--- src/rtl/core/bfd_pkg.sv ---
// Package for the binary fraction to decimal converter.
// Holds sizes, the queue word type and shared constants; depends on nothing.
package bfd_pkg;

  localparam int MAX_DIGITS   = 64;
  localparam int SRC_W        = 64;
  localparam int TOP_W        = 6;
  localparam int CNT_W        = $clog2(MAX_DIGITS + 1);
  localparam int COUNT_IN_W   = 7;
  localparam int DIGIT_W      = 4;
  localparam int LOWEST_SRC   = 12;
  localparam int QDEPTH       = 2;
  localparam int QPTR_W       = (QDEPTH > 1) ? $clog2(QDEPTH) : 1;
  localparam int QCNT_W       = $clog2(QDEPTH + 1);

  // One classified word: the fraction bits in consumption order (bit j is
  // folded in at step j) and the saturated digit count.
  typedef struct packed {
    logic [MAX_DIGITS-1:0] seq;
    logic [CNT_W-1:0]      count;
  } bfd_item_t;

  // Queue status seen by both sides.
  typedef struct packed {
    logic full;
    logic empty;
  } bfd_qstat_t;

endpackage

--- src/rtl/core/bfd_front.sv ---
// Front end: accepts input words, saturates the digit count and assembles
// the fraction bit sequence. Depends on bfd_pkg.
module bfd_front import bfd_pkg::*; (
  input  logic [SRC_W-1:0]      source_bits_i,
  input  logic [TOP_W-1:0]      top_index_i,
  input  logic [COUNT_IN_W-1:0] digit_count_i,
  input  logic                  fill_bit_i,
  input  logic                  in_valid_i,
  output logic                  in_ready_o,
  input  bfd_qstat_t            qstat_i,
  output logic                  push_o,
  output bfd_item_t             item_o
);

  logic [SRC_W-1:0] rev;
  logic [SRC_W-1:0] shifted;
  logic [SRC_W-1:0] mask;
  logic [SRC_W-1:0] fill_word;
  logic [SRC_W-1:0] seq_full;
  logic [6:0]       src_len;

  always_comb begin
    for (int k = 0; k < SRC_W; k++) begin
      rev[k] = source_bits_i[SRC_W-1-k];
    end
    // Bit j of the sequence is source bit (top - j), which is rev[63 - top + j].
    shifted = rev >> (~top_index_i);
    if (top_index_i >= TOP_W'(LOWEST_SRC)) begin
      src_len = 7'(top_index_i) - 7'(LOWEST_SRC - 1);
    end else begin
      src_len = '0;
    end
    mask      = (SRC_W'(1) << src_len) - SRC_W'(1);
    fill_word = SRC_W'(fill_bit_i) << src_len;
    seq_full  = (shifted & mask) | fill_word;
  end

  always_comb begin
    item_o.seq = seq_full[MAX_DIGITS-1:0];
    if (digit_count_i > COUNT_IN_W'(MAX_DIGITS)) begin
      item_o.count = CNT_W'(MAX_DIGITS);
    end else begin
      item_o.count = CNT_W'(digit_count_i);
    end
  end

  // A word with no digits is accepted and dropped here.
  assign in_ready_o = !qstat_i.full;
  assign push_o     = in_valid_i && !qstat_i.full && (digit_count_i != '0);

endmodule

--- src/rtl/core/bfd_fifo.sv ---
// Short queue between the front and back ends of the converter.
// Depends on bfd_pkg.
module bfd_fifo import bfd_pkg::*; (
  input  logic       clk_i,
  input  logic       rst_ni,
  input  logic       push_i,
  input  bfd_item_t  item_i,
  input  logic       pop_i,
  output bfd_item_t  item_o,
  output bfd_qstat_t qstat_o
);

  bfd_item_t         entry_q [QDEPTH];
  logic [QPTR_W-1:0] wr_ptr_q, wr_ptr_d;
  logic [QPTR_W-1:0] rd_ptr_q, rd_ptr_d;
  logic [QCNT_W-1:0] fill_q, fill_d;
  logic              do_push, do_pop;

  assign qstat_o.full  = (fill_q == QCNT_W'(QDEPTH));
  assign qstat_o.empty = (fill_q == '0);
  assign do_push = push_i && !qstat_o.full;
  assign do_pop  = pop_i && !qstat_o.empty;
  assign item_o  = entry_q[rd_ptr_q];

  always_comb begin
    wr_ptr_d = wr_ptr_q;
    rd_ptr_d = rd_ptr_q;
    fill_d   = fill_q;
    if (do_push) begin
      wr_ptr_d = (wr_ptr_q == QPTR_W'(QDEPTH - 1)) ? '0 : wr_ptr_q + QPTR_W'(1);
    end
    if (do_pop) begin
      rd_ptr_d = (rd_ptr_q == QPTR_W'(QDEPTH - 1)) ? '0 : rd_ptr_q + QPTR_W'(1);
    end
    if (do_push && !do_pop) begin
      fill_d = fill_q + QCNT_W'(1);
    end else if (do_pop && !do_push) begin
      fill_d = fill_q - QCNT_W'(1);
    end
  end

  always_ff @(posedge clk_i or negedge rst_ni) begin
    if (!rst_ni) begin
      wr_ptr_q <= '0;
      rd_ptr_q <= '0;
      fill_q   <= '0;
    end else begin
      wr_ptr_q <= wr_ptr_d;
      rd_ptr_q <= rd_ptr_d;
      fill_q   <= fill_d;
    end
  end

  always_ff @(posedge clk_i) begin
    if (do_push) begin
      entry_q[wr_ptr_q] <= item_i;
    end
  end

endmodule

--- src/rtl/core/bfd_back.sv ---
// Back end: halves the decimal digit row once per fraction bit, then shifts
// the digits out through an output register. Depends on bfd_pkg.
module bfd_back import bfd_pkg::*; (
  input  logic               clk_i,
  input  logic               rst_ni,
  input  bfd_qstat_t         qstat_i,
  input  bfd_item_t          item_i,
  output logic               pop_o,
  output logic [DIGIT_W-1:0] digit_o,
  output logic               last_o,
  output logic               out_valid_o,
  input  logic               out_ready_i
);

  localparam logic [1:0] ST_IDLE  = 2'd0;
  localparam logic [1:0] ST_HALVE = 2'd1;
  localparam logic [1:0] ST_EMIT  = 2'd2;

  logic [1:0]            state_q, state_d;
  logic [CNT_W-1:0]      step_q, step_d;
  logic [CNT_W-1:0]      count_q, count_d;
  logic [MAX_DIGITS-1:0] seq_q, seq_d;
  logic [DIGIT_W-1:0]    row_q [MAX_DIGITS];
  logic [DIGIT_W-1:0]    row_d [MAX_DIGITS];
  logic [DIGIT_W-1:0]    halved [MAX_DIGITS];
  logic                  ov_q, ov_d;
  logic [DIGIT_W-1:0]    digit_q, digit_d;
  logic                  last_q, last_d;
  logic                  slot_free;
  logic                  final_step;

  // The borrow into a digit is just the parity of the digit above it, so
  // every lane of one halving is independent.
  always_comb begin
    for (int i = 0; i < MAX_DIGITS; i++) begin
      if (i == 0) begin
        halved[i] = (row_q[i] >> 1) + (seq_q[0] ? DIGIT_W'(5) : DIGIT_W'(0));
      end else begin
        halved[i] = (row_q[i] >> 1) + (row_q[i-1][0] ? DIGIT_W'(5) : DIGIT_W'(0));
      end
    end
  end

  assign slot_free  = !ov_q || out_ready_i;
  assign final_step = (step_q == count_q - CNT_W'(1));

  always_comb begin
    state_d = state_q;
    step_d  = step_q;
    count_d = count_q;
    seq_d   = seq_q;
    row_d   = row_q;
    ov_d    = ov_q && !out_ready_i;
    digit_d = digit_q;
    last_d  = last_q;
    pop_o   = 1'b0;
    unique case (state_q)
      ST_IDLE: begin
        if (!qstat_i.empty) begin
          pop_o   = 1'b1;
          seq_d   = item_i.seq;
          count_d = item_i.count;
          step_d  = '0;
          for (int i = 0; i < MAX_DIGITS; i++) begin
            row_d[i] = '0;
          end
          state_d = ST_HALVE;
        end
      end
      ST_HALVE: begin
        row_d = halved;
        seq_d = seq_q >> 1;
        if (final_step) begin
          step_d  = '0;
          state_d = ST_EMIT;
        end else begin
          step_d = step_q + CNT_W'(1);
        end
      end
      ST_EMIT: begin
        if (slot_free) begin
          ov_d    = 1'b1;
          digit_d = row_q[0];
          last_d  = final_step;
          for (int i = 0; i < MAX_DIGITS - 1; i++) begin
            row_d[i] = row_q[i+1];
          end
          row_d[MAX_DIGITS-1] = '0;
          step_d = step_q + CNT_W'(1);
          if (final_step) begin
            state_d = ST_IDLE;
          end
        end
      end
      default: begin
        state_d = ST_IDLE;
      end
    endcase
  end

  always_ff @(posedge clk_i or negedge rst_ni) begin
    if (!rst_ni) begin
      state_q <= ST_IDLE;
      step_q  <= '0;
      count_q <= '0;
      ov_q    <= 1'b0;
    end else begin
      state_q <= state_d;
      step_q  <= step_d;
      count_q <= count_d;
      ov_q    <= ov_d;
    end
  end

  always_ff @(posedge clk_i) begin
    seq_q   <= seq_d;
    row_q   <= row_d;
    digit_q <= digit_d;
    last_q  <= last_d;
  end

  assign out_valid_o = ov_q;
  assign digit_o     = digit_q;
  assign last_o      = last_q;

endmodule

--- src/rtl/core/binary_fraction_to_decimal.sv ---
// Top level of the binary fraction to decimal converter.
// Instantiates bfd_front, bfd_fifo and bfd_back; depends on bfd_pkg.
//
// Usage:
//   Input channel (in_valid_i / in_ready_o) takes one word: source bits,
//   top index, digit count and fill bit. The output channel
//   (out_valid_o / out_ready_i) returns digit_count decimal digits, most
//   significant first, with last_o set on the final one. Counts above 64
//   are treated as 64; a word with a zero count is taken and yields nothing.
//   A word passes the front end in its accept cycle into a two-entry queue.
//   The back end pops it from the queue when idle, halves its digit row
//   (one pass per fraction bit), then hands out one digit per cycle
//   through the output register while the receiver is ready. It takes
//   the next word only after the last digit of the current one, as the
//   halving passes and the digit emission share one row register.
//   The input stays ready while the queue has room, so up to two words
//   can wait while the back end works or the receiver stalls; a stalled
//   receiver holds the current digit and pauses emission.
//   Reset empties the queue and the output register and idles the back end.
module binary_fraction_to_decimal import bfd_pkg::*; (
  input  logic                  clk_i,
  input  logic                  rst_ni,
  input  logic                  in_valid_i,
  output logic                  in_ready_o,
  input  logic [SRC_W-1:0]      source_bits_i,
  input  logic [TOP_W-1:0]      top_index_i,
  input  logic [COUNT_IN_W-1:0] digit_count_i,
  input  logic                  fill_bit_i,
  output logic                  out_valid_o,
  input  logic                  out_ready_i,
  output logic [DIGIT_W-1:0]    digit_o,
  output logic                  last_o
);

  bfd_qstat_t qstat;
  bfd_item_t  push_item;
  bfd_item_t  head_item;
  logic       push;
  logic       pop;

  bfd_front u_front (
    .source_bits_i (source_bits_i),
    .top_index_i   (top_index_i),
    .digit_count_i (digit_count_i),
    .fill_bit_i    (fill_bit_i),
    .in_valid_i    (in_valid_i),
    .in_ready_o    (in_ready_o),
    .qstat_i       (qstat),
    .push_o        (push),
    .item_o        (push_item)
  );

  bfd_fifo u_fifo (
    .clk_i   (clk_i),
    .rst_ni  (rst_ni),
    .push_i  (push),
    .item_i  (push_item),
    .pop_i   (pop),
    .item_o  (head_item),
    .qstat_o (qstat)
  );

  bfd_back u_back (
    .clk_i       (clk_i),
    .rst_ni      (rst_ni),
    .qstat_i     (qstat),
    .item_i      (head_item),
    .pop_o       (pop),
    .digit_o     (digit_o),
    .last_o      (last_o),
    .out_valid_o (out_valid_o),
    .out_ready_i (out_ready_i)
  );

  // A delivered digit is always a decimal digit.
  assert property (@(posedge clk_i) disable iff (!rst_ni)
    out_valid_o |-> (digit_o <= DIGIT_W'(9)))
    else $error("digit out of decimal range");

  // The queue can never report full and empty at once.
  assert property (@(posedge clk_i) disable iff (!rst_ni)
    !(qstat.full && qstat.empty))
    else $error("queue status inconsistent");

  // The back end only pops a word that is present in the queue.
  assert property (@(posedge clk_i) disable iff (!rst_ni)
    pop |-> !qstat.empty)
    else $error("pop from empty queue");

  // A queued word with a nonzero count never reaches the output in the
  // following cycle: at least the load and one halving pass stand between.
  assert property (@(posedge clk_i) disable iff (!rst_ni)
    (pop && !out_valid_o) |=> !out_valid_o)
    else $error("digit emitted without halving");

endmodule
--- config.mk ---
export PLATFORM = sky130hd
export DESIGN_NAME = binary_fraction_to_decimal
export DESIGN_NICKNAME = d
export VERILOG_FILES = /design/src/rtl/core/bfd_pkg.sv /design/src/rtl/core/bfd_front.sv /design/src/rtl/core/bfd_fifo.sv /design/src/rtl/core/bfd_back.sv /design/src/rtl/core/binary_fraction_to_decimal.sv
export SDC_FILE = /design/constraint.sdc
export NUM_CORES = 1
export LEC_CHECK = 0
export BUFFER_PORTS_ARGS = -buffer_cell sky130_fd_sc_hd__buf_2
export CAP_MARGIN = 20
export CORE_MARGIN = 1.5
export CORE_UTILIZATION = 37
export DETAILED_ROUTE_END_ITERATION = 6
export PLACE_DENSITY = 0.5
export REMOVE_ABC_BUFFERS = 1
export SLEW_MARGIN = 20
export SYNTH_ARGS = -nofsm -noshare
export SYNTH_HDL_FRONTEND = slang
export SYNTH_SLANG_ARGS = --single-unit
--- constraint.sdc ---
create_clock -name clk_i -period 18.2 [get_ports clk_i]
set_input_delay 2.73 -clock clk_i [delete_from_list [all_inputs] [get_ports clk_i]]
set_output_delay 2.73 -clock clk_i [all_outputs]
set_load 0.01 [all_outputs]
* After elaboration in Yosys (flattened, before gate mapping)
Memories as Yosys holds them, arrays and structs flattened. Index checks and enable logic that the tools add are counted.
Storage, ports and cells: register bits after elaboration 346, memory bits (writable) 142, input port bits 82, output and inout port bits 7, word-level logic and storage cells 279, memories 1
Memories:
- u_fifo.entry_q | words 2, width 71, read ports 1, clocked after Yosys merged registers in 0, write ports 1, line bfd_fifo.sv:13 | bfd_item_t entry_q [QDEPTH];
Operators by class: add/sub/neg operators 72, order comparisons 2, equal/unequal tests 8, shifts and indexed selects 3, muxes and demuxes 90, bitwise logic cells 4, reduce and logical (&&, ||, !) cells 25
Operator list (number):
- $pmux W256 S3 | 1
- $mux W256 | 2
- $add A3 B4 Y4 | 64
- $mux W3 | 64
- $pmux W64 S2 | 1
- $and A64 B64 Y64 | 1
- $mux W64 | 1
- $or A64 B64 Y64 | 1
- $shl A1 B7 Y64 | 1
- $shl A1 B7 Y64 const A | 1
- $shr A64 B6 Y64 | 1
- $sub A64 B2 Y64 const B | 1
- $mux W7 | 5
- $pmux W7 S3 | 1
- $mux W2 | 6
- $mux W1 | 8
- $add A7 B1 Y7 const B | 1
- $eq A7 B7 Y1 | 1
- $gt A7 B7 Y1 const B | 1
- $logic_and A1 B1 Y1 | 7
- $reduce_bool A7 Y1 | 1
- $sub A6 B4 Y7 const B | 1
- $sub A7 B1 Y7 const B | 1
- $ge A6 B4 Y1 const B | 1
- other kinds (18) | 31

* Depth between registers and ports, before layout
Gate-level depths: netlist of the first run.
depth after elaboration 9, depth in mapped cells 17

* Hierarchy
A second synthesis of the first run with hierarchy kept.
Second synthesis, totals: cell total of the unflattened synthesis 2294, area, all modules 29047.9 sq um
Modules (own cells, without submodules):
- bfd_back | times used 1, cells an instance 1278, area an instance 17500.5 sq um
- bfd_front | times used 1, cells an instance 776, area an instance 5876.9 sq um
- bfd_fifo | times used 1, cells an instance 240, area an instance 5670.4 sq um

* Worst setup path before layout of the first run
OpenSTA, ideal clock, no wires.
kind in2reg, from input out_ready_i, to register u_back.step_q[3], arrival time 15566 ps, data required time 18135 ps, path slack 2569 ps, cell stages on the path 8, path buffers 1, cell sequence nand2b_1 -> o2bb2ai_1 -> nor2_1 -> inv_1 -> or2_0 -> clkbuf_1 -> nor3b_1 -> a21o_1
On the way: cells in the longest elaborated chain, start to end 3
RTL lines:
- from (decl) | line binary_fraction_to_decimal.sv:30 | input logic out_ready_i,
- $logic_or A1 B1 Y1 | line bfd_back.sv:44 | assign slot_free = !ov_q || out_ready_i;
- $ne A2 B1 Y1 (no line)
- $reduce_and A3 Y1 (no line)
- to (signal assigned) | line bfd_back.sv:109 | step_q <= step_d;
- to (decl) | line bfd_back.sv:20 | logic [CNT_W-1:0] step_q, step_d;
No other way between the ends. A chain may end at the register's enable or synchronous reset.

==> qor.yml, run 1 <==
outcome: "complete, no violations"
syn-cell-area_sq_um: 29200
rows: 102
synth_ff_type: "edfxtp_1"
track_usage: 0.181
cts_buffer_depth: 3
cts-resized-gates: 0
antenna_left: 0
finalSetupTns_ns: 0
synth-edff-count: 467
htree_levels: 2
post_cts_buffers: 0
cp_top_family: "buffers and inverters"
clk_latency_ns: 0.60
routed_wl_mm: 74.2
syn_area_per_cell_sq_um: 12.0
core_sq_um: 77700
setup_viol: 0
grt_pass1_wl_mm: 117
drive_gt1_frac: 0.149
antenna_found_initial: 1
place_area_sq_um: 30500
worst_slack_ns: 11.94
drv_cap: 0
period_minus_slack_ns: 6.26
cp_slowest_cell: "buf_4"
io-pin-count: 89
hp-class: "reg -> reg"
grt-ovfl-total: 0
p_per_area_nw_per_um2: 86.5
critPathBufInv: 3
syn_inst: 2430
die-area_sq_um: 80500
grt_pass1_vias: 20293
place_ws_ns: 11.43
drt_iter0_drc: 1544
cts_hold_buf: 0
grt_max_degree: 120
synth_warnings: 0
r2r_slack_ns: 14.20
n_fill_cell: 7401
synthToLayoutAreaGrowth_pct: 10.6
antenna_cells: 0
path_clk_slew_ns: 0.06
fin_skew_ns: 0.0246
start_kind: "primary input"
crit_fanout: 52
fin_crit_sh: 0.344
cts_made_buffers: 53
tightest_slew_ns: 1.07
drt-wirelength-per-cell_microns: 21.0
cp.arrival_ns: 6.65
design_area_sq_um: 32300
rsz0062_at_grt: "false"
power_mw: 2.79
end_kind: "flip-flop"
required_ns: 18.59
nets: 2735
ys_seq_area_frac: 0.499
relSlewSlack: 0.289
slew_viol_final: 0
crit_chain: "buf_4 -> buf_4 -> o21ai_2 -> mux2i_2 -> buf_4 -> a21oi_1 -> nand2_1 -> ha_1 -> o2111a_2 -> nand2_1 -> or4b_1 -> a22oi_1"
cts_sinks: 488
cts_tree: "built"
timing.fmax_ghz: 0.160
via_count: 20118
ys_types: 92
drc: 0
worst_path_most_repeated_cell: "buf_4"
leakage_nw: 12.9
hold_slack_ns: 0.476
ys_seq_elements: 488
root_buffer: "clkbuf_16"
place_congestion: 0.951
dr.pass1.iters: 6
start_util: 0.375
vias_per_cell: 5.69
criticalPathCategory: "in -> reg"
chipWidth_microns: 284
cpPeakStageDelay_ns: 0.64
irDropWorstVdd_mv: 0.0676
portBuffers: 88
fp.dieH_microns: 284
ys_async_sr_fraction: 0.0430
hold_viol: 0
dpl.hpwl_mm: 50.8
-- worst reg2reg max path, delay by kind of cell, from the launching register on --
family / cells / cell delay, ns
buffers and inverters: 3 / 1.95
AO/OA/AOI/OAI: 1 / 0.21
flip-flops: 1 / 0.41
adder cells (fa/ha/maj): 1 / 0.30
AND/OR/NAND/NOR: 1 / 0.69
-- layout by cell type (no fill, tap or decap), types with 32 or more instances in the layout --
cell       instances
mux2_2            60
ha_1             202
a22o_1           134
o21ai_0          263
nand2_1          305
mux2i_1          128
mux4_2            67
buf_2             84
a31oi_1           69
a21oi_1           39
edfxtp_1         467
clkbuf_16         54
buf_4             32
nor2_1            79
xnor2_1           76
-- through the flow --
| step | utilization | std cells |
|---|---|---|
| after floorplan | - | 2275 |
| after global placement | 0.392 | 3433 |
| after detailed placement | 0.392 | 3433 |
| after CTS | 0.414 | 3532 |
| after global routing | 0.415 | 3534 |
| final | 0.415 | 3534 |
-- cell families (layout without fill, tap and decap cells) --
family / Yosys count / in the layout / synth area share
AOI/OAI and AO/OA: 665 / 665 / 0.154
xor gates and xnor gates: 86 / 86 / 0.0263
adders and majority gates: 203 / 203 / 0.0871
buffers and inverters: 182 / 239 / 0.0287
DFF: 488 / 488 / 0.499
muxes: 257 / 257 / 0.120
other: 1 / 8 / 0.000129
and+or+nand+nor: 548 / 548 / 0.0853
-- power breakdown --
group	leakage [nW]	internal, mW	switching (mW)
Clock	0.859	0.630	0.449
Combinational	6.81	0.128	0.245
Sequential	5.27	1.32	0.0203
-- cells in the mapped netlist, types with 11 or more instances --
master	number	area, sq um
a21oi_1	40	200
a221oi_1	11	96.3
a22o_1	134	1170
a31oi_1	69	432
and2_1	16	100
buf_2	24	120
buf_4	14	105
clkbuf_1	105	394
dfrtp_1	21	526
edfxtp_1	467	14000
ha_1	203	2540
inv_1	18	67.6
mux2_2	60	676
mux2i_1	128	1280
mux4_2	67	1510
nand2_1	306	1150
nand2b_1	13	81.3
nand3_1	31	155
nor2_1	81	304
nor2b_1	15	93.8
nor3_1	22	110
o21ai_0	263	1320
o22ai_1	28	175
xnor2_1	76	666
-- final cells by class --
cell class | instances | area [sq um] | area share
clock buffers | 61 | 1380 | 0.0427
clock inverters | 38 | 367 | 0.0114
inverters | 20 | 75.1 | 0.00233
multi-input cells | 1767 | 13900 | 0.430
flip-flops and latches | 488 | 14600 | 0.451
well taps | 1040 | 1300 | 0.0403
repair buffers | 120 | 731 | 0.0227
-- metal layers --
| metal | share of wire | vias to the layer above | routed length (microns) | track usage |
|---|---|---|---|---|
| li1 | - | 9539 | - | - |
| met1 | 0.46 | 9951 | 34100 | 0.251 |
| met2 | 0.46 | 495 | 34200 | 0.285 |
| met3 | 0.048 | 131 | 3580 | 0.0315 |
| met4 | 0.031 | 2 | 2290 | 0.0600 |
| met5 | 0.00018 | - | 13 | 0 |
-- worst paths after layout --
path	startpoint	end	cells after the start
max	top_index_i[2]	u_fifo.entry_q[0][27]	12
min reg2reg	u_back.row_q[253]	u_back.digit_o[1]	0
min	u_back.row_q[253]	u_back.digit_o[1]	0
max in group asynchronous	rst_ni	u_fifo.rd_ptr_q	1
min in group asynchronous	rst_ni	u_back.count_q[1]	1
max reg2reg	u_back.state_q[0]	u_back.row_q[69]	6
-- sequential cells by signal, summed over array words and instances (netlist names) --
name                cells
u_back.out_valid_o      1
u_fifo.entry_q        142
u_back.step_q           7
u_back.digit_o          4
u_back.row_q          256
u_back.seq_q           64
u_back.count_q          7
u_back.last_o           1
u_fifo.fill_q           2
u_back.state_q          2
u_fifo.wr_ptr_q         1
u_fifo.rd_ptr_q         1
Power figures use the tool's default switching activity.
==> run 2, diff against run 1 <==
Settings changed: PLACE_DENSITY 0.5 to 0.52.
Clock period 18.2 ns to 5.05 ns, I/O delays scaled along.
==> run 2 against run 1 <==
Worst setup slack worse by 11 ns. Non-clock buffer count grew 28. Routed wire length grew 1.4%. Sequential share of layout area fell by 0.27 points. Global-route usage grew 0.22 points. Largest power group unchanged. Critical path depth unchanged. Register-to-register slack lost 12 ns. Sequential power increased to 3.6 times the previous value. Critical endpoint unchanged. Cell count is 0.68% higher. Die area unchanged. Count of clock-buffer cells in the layout rose by 3. Largest cell class unchanged. Via count rose by 0.34%.
==> qor.yml, run 2 (synthesized netlist as in run 1, its figures left out) <==
outcome: "complete, no violations"
required_ns: 5.45  # -13.14 ns
clk_latency_ns: 0.60  # about the same
antenna_found_initial: 0  # -1
antenna_cells: 0  # unchanged
start_util: 0.375  # unchanged
tightest_slew_ns: 0.991  # -0.0757 ns
core_sq_um: 77700  # unchanged
setup.worst_path.start: "top_index_i[0]"
hp-class: "in -> async"
rows: 102  # unchanged
setup_viol: 0  # unchanged
mostFrequentLayoutCells: "edfxtp_1, nand2_1, o21ai_0"
path_clk_slew_ns: 0.06  # about the same
routed_wl_mm: 75.2  # +1.4%
relSlewSlack: 0.332  # +0.0435
rsz0062_at_grt: "false"
crit_fanout: 21  # -60%
drt-wirelength-per-cell_microns: 21.1  # +0.71%
largest_register: "u_back.row_q"
cts_made_buffers: 52  # -1.9%
dr.pass1.iters: 5  # -1
power_mw: 9.98  # +260%
rr_startpoint: "u_back.count_q[0]"
portBuffers: 88  # unchanged
period_minus_slack_ns: 3.82
grt_pass1_wl_mm: 119  # +1.3%
antenna_left: 0  # unchanged
largest_reg_flops: 256  # unchanged
drive_gt1_frac: 0.156  # +0.00732
via_count: 20187  # +0.34%
place_congestion: 0.913  # -4.0%
largest_registers: "u_back.row_q: 256 flops, u_fifo.entry_q: 142 flops, u_back.seq_q: 64 flops"
leakage_nw: 13.0  # +0.88%
synthToLayoutAreaGrowth_pct: 11.3
grt_pass1_vias: 20309  # +0.079%
track_usage: 0.183  # +0.00222
cts_buffer_depth: 3  # unchanged
htree_levels: 2  # unchanged
dpl.hpwl_mm: 52.1  # +2.7%
irDropWorstVdd_mv: 0.287  # +320%
p_per_area_nw_per_um2: 308  # +260%
cts_tree: "built"
slew_viol_final: 0  # unchanged
layout_commonest_cell: "edfxtp_1"
cts_hold_buf: 0  # unchanged
post_cts_buffers: 0  # unchanged
root_buffer: "clkbuf_16"
grt_max_degree: 112  # -6.7%
cts-resized-gates: 0  # unchanged
io-pin-count: 89  # unchanged
criticalPathCategory: "in -> reg"
die-area_sq_um: 80500  # unchanged
cp.arrival_ns: 4.22  # -2.43 ns
finalSetupTns_ns: 0  # unchanged
vias_per_cell: 5.67  # -0.33%
end_kind: "flip-flop"
timing.fmax_ghz: 0.262
nets: 2762  # +0.99%
grt-ovfl-total: 0  # unchanged
drc: 0  # unchanged
fin_crit_sh: 0.757
chipWidth_microns: 284  # unchanged
hold_viol: 0  # unchanged
cts_sinks: 488  # unchanged
hold_slack_ns: 0.122  # -0.354 ns
start_kind: "primary input"
fin_skew_ns: 0.0276  # +0.00302 ns
drt_iter0_drc: 1544  # unchanged
fp.dieH_microns: 284  # unchanged
drv_cap: 0  # unchanged
## run 2: changes by cell type in the layout (fill, tap and decap cells not counted), moves of 2 or more
cell	delta
clkinv_1	-2
clkinv_2	-5
buf_12	+6
buf_6	-2
buf_4	+25
clkbuf_1	+4
inv_6	+2
clkinv_4	+2
## run 2: worst max-delay path, cell delays in order
cell and delay [ns]:
buf_4 0.30, inv_2 0.23, ha_1 0.50, inv_1 0.15, a31oi_1 0.25, nor2_1 0.14
nand2_1 0.12, ha_1 0.25, o2111a_2 0.52, nand2_1 0.22, or4b_1 0.53, a22oi_1 0.23
## run 2: path summary, 6_finish.rpt
check	endpoint	depth (start not counted)	slack [ns]
worst max-delay path	u_fifo.entry_q[0][27]	12	1.23
worst min-delay path	u_back.count_q[1]	1	0.12
worst max register to register	u_back.step_q[3]	9	2.17
worst min register to register	u_back.digit_o[1]	0	0.46
max in group asynchronous	u_fifo.rd_ptr_q	1	4.55
min in group clk_i	u_back.digit_o[1]	0	0.46
## run 2: routing by layer
layer / wire length [microns] / GRT usage / up-vias / part of all wire
met3: 3440 / 0.0264 / 109 / 0.046
met5: 0 / 0 / - / 0
met4: 2080 / 0.0580 / 0 / 0.028
li1: - / - / 9580 / -
met2: 34500 / 0.290 / 484 / 0.46
met1: 35200 / 0.258 / 10014 / 0.47
## run 2: power breakdown
group          internal (mW)  switching (mW)
combinational          0.472           0.890
sequential              4.76          0.0736
clock                   2.19            1.60
total                   7.41            2.57
## run 2: stage by stage
| stage | std cells | instance area, sq um | worst slack [ns] | utilization |
|---|---|---|---|---|
| floorplan | 2275 | 28400 | -8.59 | - |
| global placement | 3463 | 30800 | 0.859 | 0.396 |
| detailed placement | 3463 | 30800 | 0.721 | 0.396 |
| CTS | 3558 | 32500 | 1.33 | 0.418 |
| global route | 3558 | 32500 | 1.01 | 0.418 |
| finish | 3558 | 32500 | 1.23 | 0.418 |
## run 2: cell type report
type	instances	area, sq um
inverters	20	75.1
clock buffers	64	1370
fillers	7354	45300
clock inverters	31	314
flip-flops and latches	488	14600
well taps	1040	1300
multi-input cells	1767	13900
repair buffers	148	988
